`config.mk`:
```
export PLATFORM = sky130hd
export DESIGN_NAME = base64_byte_encoder
export DESIGN_NICKNAME = d
export VERILOG_FILES = /design/src/b64e_pkg.sv /design/src/base64_byte_encoder.sv /design/src/b64e_enc.sv /design/src/b64e_obuf.sv
export SDC_FILE = /design/constraint.sdc
export NUM_CORES = 1
export LEC_CHECK = 0
export BUFFER_PORTS_ARGS = -buffer_cell sky130_fd_sc_hd__buf_4
export CORE_ASPECT_RATIO = 1.1
export CORE_UTILIZATION = 63
export CTS_CLUSTER_SIZE = 16
export DETAILED_ROUTE_END_ITERATION = 6
export PLACE_DENSITY = 0.93
export SYNTH_ARGS = -nofsm -noshare
export SYNTH_HDL_FRONTEND = slang
export SYNTH_SLANG_ARGS = --single-unit
```
`constraint.sdc`:
```
create_clock -name clk -period 9.5 [get_ports clk]
set_input_delay 1.9 -clock clk [delete_from_list [all_inputs] [get_ports clk]]
set_output_delay 1.9 -clock clk [all_outputs]
set_load 0.02 [all_outputs]
```
`src/b64e_pkg.sv`:
```
// ----------------------------------------------------------------------------
// b64e_pkg
// types and the alphabet function shared by the base64 byte encoder
// ----------------------------------------------------------------------------
package b64e_pkg;

	typedef struct packed {
		logic [7:0] data_byte;
		logic       is_last;
	} in_word_t;

	typedef struct packed {
		logic [6:0] out_char;
		logic       char_last;
	} out_word_t;

	typedef enum logic [1:0] {
		PH_0 = 2'd0,
		PH_1 = 2'd1,
		PH_2 = 2'd2
	} phase_t;

	// one encoded item: first char, optional second char
	typedef struct packed {
		logic      two;
		out_word_t c0;
		out_word_t c1;
	} enc_res_t;

	localparam logic [6:0] CH_UPPER_A = 7'd65;
	localparam logic [6:0] CH_LOWER_A = 7'd97;
	localparam logic [6:0] CH_ZERO    = 7'd48;
	localparam logic [6:0] CH_PLUS    = 7'd43;
	localparam logic [6:0] CH_SLASH   = 7'd47;

	function automatic logic [6:0] b64_char(input logic [5:0] six);
		logic [6:0] s;
		logic [6:0] r;
		s = {1'b0, six};
		if (six < 6'd26) begin
			r = CH_UPPER_A + s;
		end else if (six < 6'd52) begin
			r = CH_LOWER_A + s - 7'd26;
		end else if (six < 6'd62) begin
			r = CH_ZERO + s - 7'd52;
		end else if (six == 6'd62) begin
			r = CH_PLUS;
		end else begin
			r = CH_SLASH;
		end
		return r;
	endfunction

endpackage

```
`src/base64_byte_encoder.sv`:
```
// ----------------------------------------------------------------------------
// base64_byte_encoder
// unpadded base64 encoder: one byte in, one or two alphabet chars out
// ----------------------------------------------------------------------------
//  channel | dir | handshake               | word
//  byte    | in  | byte_valid / byte_stall | b64e_pkg::in_word_t  (data_byte, is_last)
//  char    | out | char_valid / char_stall | b64e_pkg::out_word_t (out_char, char_last)
//
//  one char leaves per cycle while char_stall is low; a two-char byte sends its first char, then its second
//  the single result register sets the pace: a new byte loads only when it is empty or its last char leaves
//  first char is valid once the byte has passed the input register, then the result register
//  arst_n clears the group phase, carry bits and both valid flags
//  byte_stall rises only when the input register is full and cannot move on
// ----------------------------------------------------------------------------
module base64_byte_encoder (
	input  logic                clk,
	input  logic                arst_n,
	input  logic                byte_valid,
	output logic                byte_stall,
	input  b64e_pkg::in_word_t  byte_word,
	output logic                char_valid,
	input  logic                char_stall,
	output b64e_pkg::out_word_t char_word
);

	logic               v_s1;
	b64e_pkg::in_word_t word_s1;
	b64e_pkg::enc_res_t res;
	logic               free;
	logic               move;
	logic               accept;

	assign move       = v_s1 && free;
	assign byte_stall = v_s1 && !free;
	assign accept     = byte_valid && !byte_stall;

	always_ff @(posedge clk or negedge arst_n) begin
		if (!arst_n) begin
			v_s1 <= 1'b0;
		end else if (accept) begin
			v_s1 <= 1'b1;
		end else if (move) begin
			v_s1 <= 1'b0;
		end
	end

	always_ff @(posedge clk) begin
		if (accept) begin
			word_s1 <= byte_word;
		end
	end

	b64e_enc u_enc (
		.clk    (clk),
		.arst_n (arst_n),
		.en     (move),
		.word   (word_s1),
		.res    (res)
	);

	b64e_obuf u_obuf (
		.clk        (clk),
		.arst_n     (arst_n),
		.load_en    (move),
		.load       (res),
		.free       (free),
		.char_valid (char_valid),
		.char_stall (char_stall),
		.char_word  (char_word)
	);

endmodule

```
`src/b64e_enc.sv`:
```
// ----------------------------------------------------------------------------
// b64e_enc
// group phase and carry registers, splits one byte into one or two chars
// ----------------------------------------------------------------------------
module b64e_enc (
	input  logic               clk,
	input  logic               arst_n,
	input  logic               en,
	input  b64e_pkg::in_word_t word,
	output b64e_pkg::enc_res_t res
);

	b64e_pkg::phase_t phase_q, phase_d;
	logic [3:0]       carry_q, carry_d;
	logic [5:0]       six0, six1;
	logic             two, last1;
	logic [7:0]       b;

	assign b = word.data_byte;

	always_comb begin
		six0    = b[7:2];
		six1    = 6'd0;
		two     = 1'b0;
		last1   = 1'b0;
		phase_d = b64e_pkg::PH_1;
		carry_d = {2'b00, b[1:0]};
		case (phase_q)
			b64e_pkg::PH_1: begin
				six0    = {carry_q[1:0], b[7:4]};
				six1    = {b[3:0], 2'b00};
				two     = word.is_last;
				last1   = 1'b1;
				phase_d = b64e_pkg::PH_2;
				carry_d = b[3:0];
			end
			b64e_pkg::PH_2: begin
				six0    = {carry_q[3:0], b[7:6]};
				six1    = b[5:0];
				two     = 1'b1;
				last1   = word.is_last;
				phase_d = b64e_pkg::PH_0;
				carry_d = 4'd0;
			end
			default: begin
				six0    = b[7:2];
				six1    = {b[1:0], 4'b0000};
				two     = word.is_last;
				last1   = 1'b1;
				phase_d = b64e_pkg::PH_1;
				carry_d = {2'b00, b[1:0]};
			end
		endcase
		if (word.is_last) begin
			phase_d = b64e_pkg::PH_0;
			carry_d = 4'd0;
		end
	end

	assign res.two          = two;
	assign res.c0.out_char  = b64e_pkg::b64_char(six0);
	assign res.c0.char_last = 1'b0;
	assign res.c1.out_char  = b64e_pkg::b64_char(six1);
	assign res.c1.char_last = last1;

	always_ff @(posedge clk or negedge arst_n) begin
		if (!arst_n) begin
			phase_q <= b64e_pkg::PH_0;
			carry_q <= 4'd0;
		end else if (en) begin
			phase_q <= phase_d;
			carry_q <= carry_d;
		end
	end

	// a two-char word from the start of a group only closes the stream
	a_two_at_start: assert property (@(posedge clk) disable iff (!arst_n)
		en && phase_q == b64e_pkg::PH_0 && res.two |-> word.is_last)
		else $error("two chars at group start without last byte");

	// last byte puts the group back at its start
	a_last_resets: assert property (@(posedge clk) disable iff (!arst_n)
		en && word.is_last |=> phase_q == b64e_pkg::PH_0 && carry_q == 4'd0)
		else $error("group state not cleared after last byte");

endmodule

```
`src/b64e_obuf.sv`:
```
// ----------------------------------------------------------------------------
// b64e_obuf
// result register holding up to two chars, hands them out one per cycle while char_stall is low
// ----------------------------------------------------------------------------
module b64e_obuf (
	input  logic                clk,
	input  logic                arst_n,
	input  logic                load_en,
	input  b64e_pkg::enc_res_t  load,
	output logic                free,
	output logic                char_valid,
	input  logic                char_stall,
	output b64e_pkg::out_word_t char_word
);

	logic                v_q;
	logic                two_q;
	logic                idx_q;
	b64e_pkg::out_word_t c0_q, c1_q;
	logic                pop, drain_done;

	assign pop        = v_q && !char_stall;
	assign drain_done = pop && (!two_q || idx_q);
	assign free       = !v_q || drain_done;
	assign char_valid = v_q;
	assign char_word  = idx_q ? c1_q : c0_q;

	always_ff @(posedge clk or negedge arst_n) begin
		if (!arst_n) begin
			v_q   <= 1'b0;
			two_q <= 1'b0;
			idx_q <= 1'b0;
		end else if (load_en) begin
			v_q   <= 1'b1;
			two_q <= load.two;
			idx_q <= 1'b0;
		end else if (drain_done) begin
			v_q   <= 1'b0;
			idx_q <= 1'b0;
		end else if (pop) begin
			idx_q <= 1'b1;
		end
	end

	always_ff @(posedge clk) begin
		if (load_en) begin
			c0_q <= load.c0;
			c1_q <= load.c1;
		end
	end

	// second char is only pointed at in a two-char word
	a_idx_two: assert property (@(posedge clk) disable iff (!arst_n)
		v_q && idx_q |-> two_q)
		else $error("second char selected in a one-char word");

	// no load over chars not yet handed out
	a_no_overwrite: assert property (@(posedge clk) disable iff (!arst_n)
		load_en |-> free)
		else $error("result register overwritten");

endmodule

```
==> impl_metrics.yaml, run 1 <==
timing:
  timing.final.crit_share_pct: 48.9
  setup_tns_ps: 0
  slew_headroom_pct: 43.2
  finClkSkew_ps: 5.91
  worst_pin_slew_ps: 852
  slew_violations: 0
  final-hold-violation-count: 0
  setup_violations: 0
  finalCriticalPeriod_ps: 4640
  rsz0062_at_grt: "no"
  fmaxAchievable_mhz: 215
synth:
  ys_types: 55
  netlist_instances: 218
  yosys.area_share.simple_pct: 15.5
  ys_async_sr_fraction_pct: 29.4
  yosysTopAreaCellShare_pct: 32.4
  synth-xor-area-share_pct: 0.787
  synth_top_family_by_area: "compound AO/OA/AOI/OAI gates"
  yosysWarnings: 0
  synth.most_common_cell: "nand2_1"
  synth-main-ff-cell: "edfxtp_1"
  synth_edf_count: 24
  yosys.area_share.adder_pct: 6.18
  synth_area_um2: 2230
  syn-num-nets: 242
  yosys-top-cells-count: "nand2_1, edfxtp_1, inv_1"
  synth-seq-cells: 34
  syn_area_per_cell_um2: 10.2
  synth_compound_area_share_pct: 22.3
  synth_top_area_cell: "edfxtp_1"
  ys_seq_area_share_pct: 43.6
  synthMuxAreaShare_pct: 5.00
  synthTopCellsByArea: "edfxtp_1, dfrtp_1, ha_1, mux2_2, nand2_1"
layout:
  nets: 259
  num_antenna_cells: 0
  drive_gt1_share_pct: 19.5
  area_growth_pct: 9.27
cts:
  cts_resized: 0
  clockRootBuffer: "clkbuf_4"
  path_clk_slew_ps: 90
  holdBufCountCts: 0
  ctsLongestPathBuffers: 2
  cts_buffers: 5
  cts-htree-levels: 2
  clock_latency_ps: 320
  cts.sink_count: 34
  postCtsSetupBuffers: 0
  cts_tree: "built"
grt:
  grt_pass1_vias: 1559
  grt_pass1_wl_um: 6910
  grt-ovfl-total: 0
  antenna_found_initial: 0
  grt_usage_pct: 24.3
  grt_max_degree: 23
min_path:
  worst_hold_startpoint: "u_obuf.two_q$_DFFE_PN0P_"
  hold_class: "reg2reg"
  holdPathEnd: "u_obuf.two_q$_DFFE_PN0P_"
  min_path_cells: 2
route:
  totalWireLength_um: 4260
  first_pass_iters: 5
  viasPerCell: 6.17
  drt_iter0_markers: 80
  wire_per_inst_um: 15.0
  vias: 1751
  antenna_left: 0
  drc: 0
placed_design:
  dp_hpwl_um: 3010
  place_congestion: 0.903
  io_buffers: 22
setup_path:
  path_max_fanout: 4
  endpoint_kind: "output pin"
  r2r_cells: 10
  cp.arrival_ps: 2740
  cp.required_ps: 7600
  path_class: "in2out"
  r2r_end: "u_obuf.c1_q[4]$_DFFE_PP_"
  regToRegStartpoint: "u_enc.phase_q[0]$_DFFE_PN0P_"
  reg2reg_slack_ps: 5830
  crit_path_start_kind: "input port"
die:
  floorplan.rows: 22
  start_util_pct: 66.3
  floorplan.die_area_um2: 3780
  die_y_um: 64.4
  ios: 23
  die_width_um: 58.7
  core_um2: 3360
outcome:
  status: "completed"
flow_run:
  maxCapViolations: 0
==> worst max-delay path: stages <==
cell,delay (ps)
buf_4,120
o21ai_0,360
inv_1,80
nand2_1,100
inv_1,50
buf_4,150
==> sequential cells by signal (all words and copies together), names as in the netlist, 2 cells and up <==
register / count
u_obuf.c0_q: 7
u_enc.carry_q: 4
u_obuf.c1_q: 8
word_s1: 9
u_enc.phase_q: 2
==> cell type report <==
cell class	count	area [µm²]
tap	48	60.1
sequential	34	971
multi-input combinational	154	1110
clock buffer	8	58.8
inverter	18	70.1
fill	268	925
timing repair buffer	22	165
==> layer usage <==
metal  global-route usage (%)  vias up  routed length [µm]  part of all wire (%)
met5                        0        -                   0                     0
met4                     9.52        0                  51                   1.2
met3                     6.07        7                 306                   7.2
met2                     37.4       91                2050                    48
met1                     33.0      807                1860                    44
li1                         -      846                   -                     -
==> layout by cell type (no fill, tap or decap), types with 3 or more instances in the layout <==
cell type / instances
mux2_2: 9
a22oi_1: 7
nor4_1: 4
nand3_1: 3
or2_1: 3
a21oi_1: 3
o31ai_1: 3
nor2b_1: 5
a221oi_1: 4
edfxtp_1: 24
inv_1: 16
o21ai_0: 15
clkbuf_4: 5
dfrtp_1: 10
nand2_1: 25
ha_1: 11
nor3_1: 3
nand2b_1: 8
a221o_1: 7
buf_4: 22
nor2_1: 8
==> cell families (layout without fill, tap and decap cells) <==
group / count (synthesis) / after routing
simple gates: 68 / 68
compound gates: 63 / 63
flops: 34 / 34
buf+inv: 30 / 48
fa+ha+maj: 11 / 11
mux: 10 / 10
xor+xnor: 2 / 2
==> through the flow <==
step	utilization, %	area, µm²	cells	hold WS, ps	setup WS, ps
floorplan	-	2230	218	442	5160
global placement	70.7	2370	276	464	4870
detailed placement	70.7	2370	276	476	4880
CTS	72.5	2430	284	499	4870
global route	72.5	2430	284	521	4710
finish	72.5	2430	284	495	4860
==> how the worst max path moves through the flow <==
stage                          start          to  slack (ps)  depth (start not counted)
after detailed placement  char_stall  byte_stall        4880                          6
after CTS                 char_stall  byte_stall        4870                          6
final                     char_stall  byte_stall        4860                          6
after floorplan           char_stall  byte_stall        5160                          4
after global placement    char_stall  byte_stall        4870                          6
after global routing      char_stall  byte_stall        4710                          6
Power of run 1 is left out: the tool's default activity adds up to more than one toggle a clock period on the data nets, which glitch-free logic cannot reach.
==> inputs of run 2 (changes only) <==
--- a/config.mk
+++ b/config.mk
@@ -5,12 +5,13 @@
 export SDC_FILE = /design/constraint.sdc
 export NUM_CORES = 1
 export LEC_CHECK = 0
+export ABC_AREA = 1
 export BUFFER_PORTS_ARGS = -buffer_cell sky130_fd_sc_hd__buf_4
 export CORE_ASPECT_RATIO = 1.1
-export CORE_UTILIZATION = 63
+export CORE_UTILIZATION = 59
 export CTS_CLUSTER_SIZE = 16
 export DETAILED_ROUTE_END_ITERATION = 6
-export PLACE_DENSITY = 0.93
+export PLACE_DENSITY = 0.88
 export SYNTH_ARGS = -nofsm -noshare
 export SYNTH_HDL_FRONTEND = slang
 export SYNTH_SLANG_ARGS = --single-unit
==> constraint.sdc (replaced) <==
create_clock -name clk -period 4.7 [get_ports clk]
set_input_delay 0.94 -clock clk [delete_from_list [all_inputs] [get_ports clk]]
set_output_delay 0.94 -clock clk [all_outputs]
set_load 0.02 [all_outputs]
==> impl_metrics.yaml, run 2 <==
layout:
  regMostFlops: "word_s1"
  largest_register_ffs: 9
  final_util_pct: 68.8
  mostFrequentLayoutCell: "nand2_1"
  nets: 355
  seq_area_um2: 971
  final_cell_area_um2: 2710
  final_cell_mix: "nand2_1, nand3_1, inv_1"
  area_growth_pct: 12.0
  fill_cells: 324
  num_antenna_cells: 0
  reg_top3: "word_s1: 9 flops, u_obuf.c1_q: 8 flops, u_obuf.c0_q: 7 flops"
  drive_gt1_share_pct: 19.6
  multi_input_area_um2: 1250
cts:
  cts-htree-levels: 2
  cts_buffers: 5
  cts_resized: 0
  path_clk_slew_ps: 70
  clock_latency_ps: 280
  cts.sink_count: 34
  postCtsSetupBuffers: 0
  ctsLongestPathBuffers: 2
  clockRootBuffer: "clkbuf_8"
  cts_tree: "built"
  holdBufCountCts: 0
timing:
  fmaxAchievable_mhz: 354
  timing.final.crit_share_pct: 60.1
  setup_tns_ps: 0
  setup_slack_ps: 1870
  setup_violations: 0
  slew_violations: 0
  final-hold-violation-count: 0
  worst_pin_slew_ps: 1000
  slew_headroom_pct: 33.2
  finClkSkew_ps: 4.96
  finalCriticalPeriod_ps: 2830
  rsz0062_at_grt: "no"
grt:
  grt_usage_pct: 24.5
  antenna_found_initial: 0
  grt-ovfl-total: 0
  grt_max_degree: 24
  grt_pass1_wl_um: 8420
  grt_pass1_vias: 1966
route:
  totalWireLength_um: 4980
  drc: 0
  vias: 2098
  first_pass_iters: 5
  viasPerCell: 5.46
  drt_iter0_markers: 126
  antenna_left: 0
  wire_per_inst_um: 13.0
die:
  floorplan.rows: 24
  floorplan.die_area_um2: 4360
  core_um2: 3930
  ios: 23
  die_y_um: 69.1
  start_util_pct: 61.5
  die_width_um: 63.0
placed_design:
  place_congestion: 0.915
  io_buffers: 22
  dp_hpwl_um: 3800
  placed_area_um2: 2600
  post-place-ws_ps: 1890
synth:
  synth_top_area_cell: "edfxtp_1"
  syn-num-nets: 331
  yosysTopAreaCellShare_pct: 29.8
  ys_types: 41
  ys_async_sr_fraction_pct: 29.4
  synth-seq-cells: 34
  synth-main-ff-cell: "edfxtp_1"
  synth_area_um2: 2420
  synth_edf_count: 24
  synth.most_common_cell: "nand2_1"
  synthTopCellsByArea: "edfxtp_1, nand2_1, dfrtp_1, nand3_1, ha_1"
  ys_seq_area_share_pct: 40.2
  yosysWarnings: 0
  syn_area_per_cell_um2: 7.87
  yosys-top-cells-count: "nand2_1, nand3_1, inv_1"
  netlist_instances: 307
setup_path:
  cp.required_ps: 3760
  cp.arrival_ps: 1890
  crit_chain: "buf_4 > or2_0 > a21oi_1 > nor2_1 > inv_2 > nor2_1 > buf_4"
  regToRegStartpoint: "u_enc.phase_q[0]$_DFFE_PN0P_"
  reg2reg_slack_ps: 2120
  slowest_delay_ps: 250
  r2r_cells: 14
  slowest_stage: "or2_0"
  crit_path_start_kind: "input port"
  path_max_fanout: 5
  r2r_end: "u_obuf.c1_q[3]$_DFFE_PP_"
  endpoint_kind: "output pin"
  path_class: "in2out"
min_path:
  hold_class: "in2async"
flow_run:
  maxCapViolations: 0
outcome:
  status: "completed"
run 2: changes by cell type after synthesis, moves of 8 or more:
cell / previous run / this run
inv_1: 16 / 28
mux2_2: 9 / 0
nand2_1: 25 / 107
nand3_1: 3 / 29
inv_2: 1 / 9
nand2b_1: 8 / 0
run 2: area by class of cell:
cell class	count	share of cell area, %
Clock inverter	1	1.11
Sequential cell	34	35.9
Clock buffer	7	2.82
Inverter	38	5.45
Multi-Input combinational cell	230	46.3
Tap cell	52	2.40
Timing Repair Buffer	22	6.10
run 2: through the flow:
stage / cells / hold WS, ps
6_report: 384 / 474
5_1_grt: 384 / 467
4_1_cts: 384 / 468
3_5_place_dp: 376 / 475
3_3_place_gp: 376 / 473
2_1_floorplan: 307 / 452
run 2: how the worst max path moves through the flow:
stage | slack, ps | depth (start not counted) | to | start
global route | 1780 | 7 | byte_stall | char_stall
CTS | 1890 | 7 | byte_stall | char_stall
floorplan | 2130 | 5 | byte_stall | char_stall
global placement | 1960 | 7 | byte_stall | char_stall
detailed placement | 1890 | 7 | byte_stall | char_stall
finish | 1870 | 7 | byte_stall | char_stall
run 2: logic make-up (layout without fill, tap and decap cells):
logic type	after synthesis	after routing	share of synthesized area, %
and+or+nand+nor	176	176	34.1
buffers and inverters	43	68	8.02
AOI/OAI and AO/OA	37	37	9.89
DFF	34	34	40.2
adders and majority gates	11	11	5.69
xor gates and xnor gates	6	6	2.17
run 2: critical path: cells and delay by family:
kind,cells,cell delay [ps]
and+or+nand+nor,3,390
buffers and inverters,3,350
AOI/OAI and AO/OA,1,200
run 2: routing by layer:
layer | vias up | GRT usage [%] | share of wire, %
li1 | 1052 | - | -
met1 | 961 | 29.2 | 41
met2 | 73 | 41.7 | 52
met3 | 12 | 5.79 | 4.8
met4 | 0 | 10.6 | 2.2
met5 | - | 0 | 0
Power of run 2 is left out for the same reason.
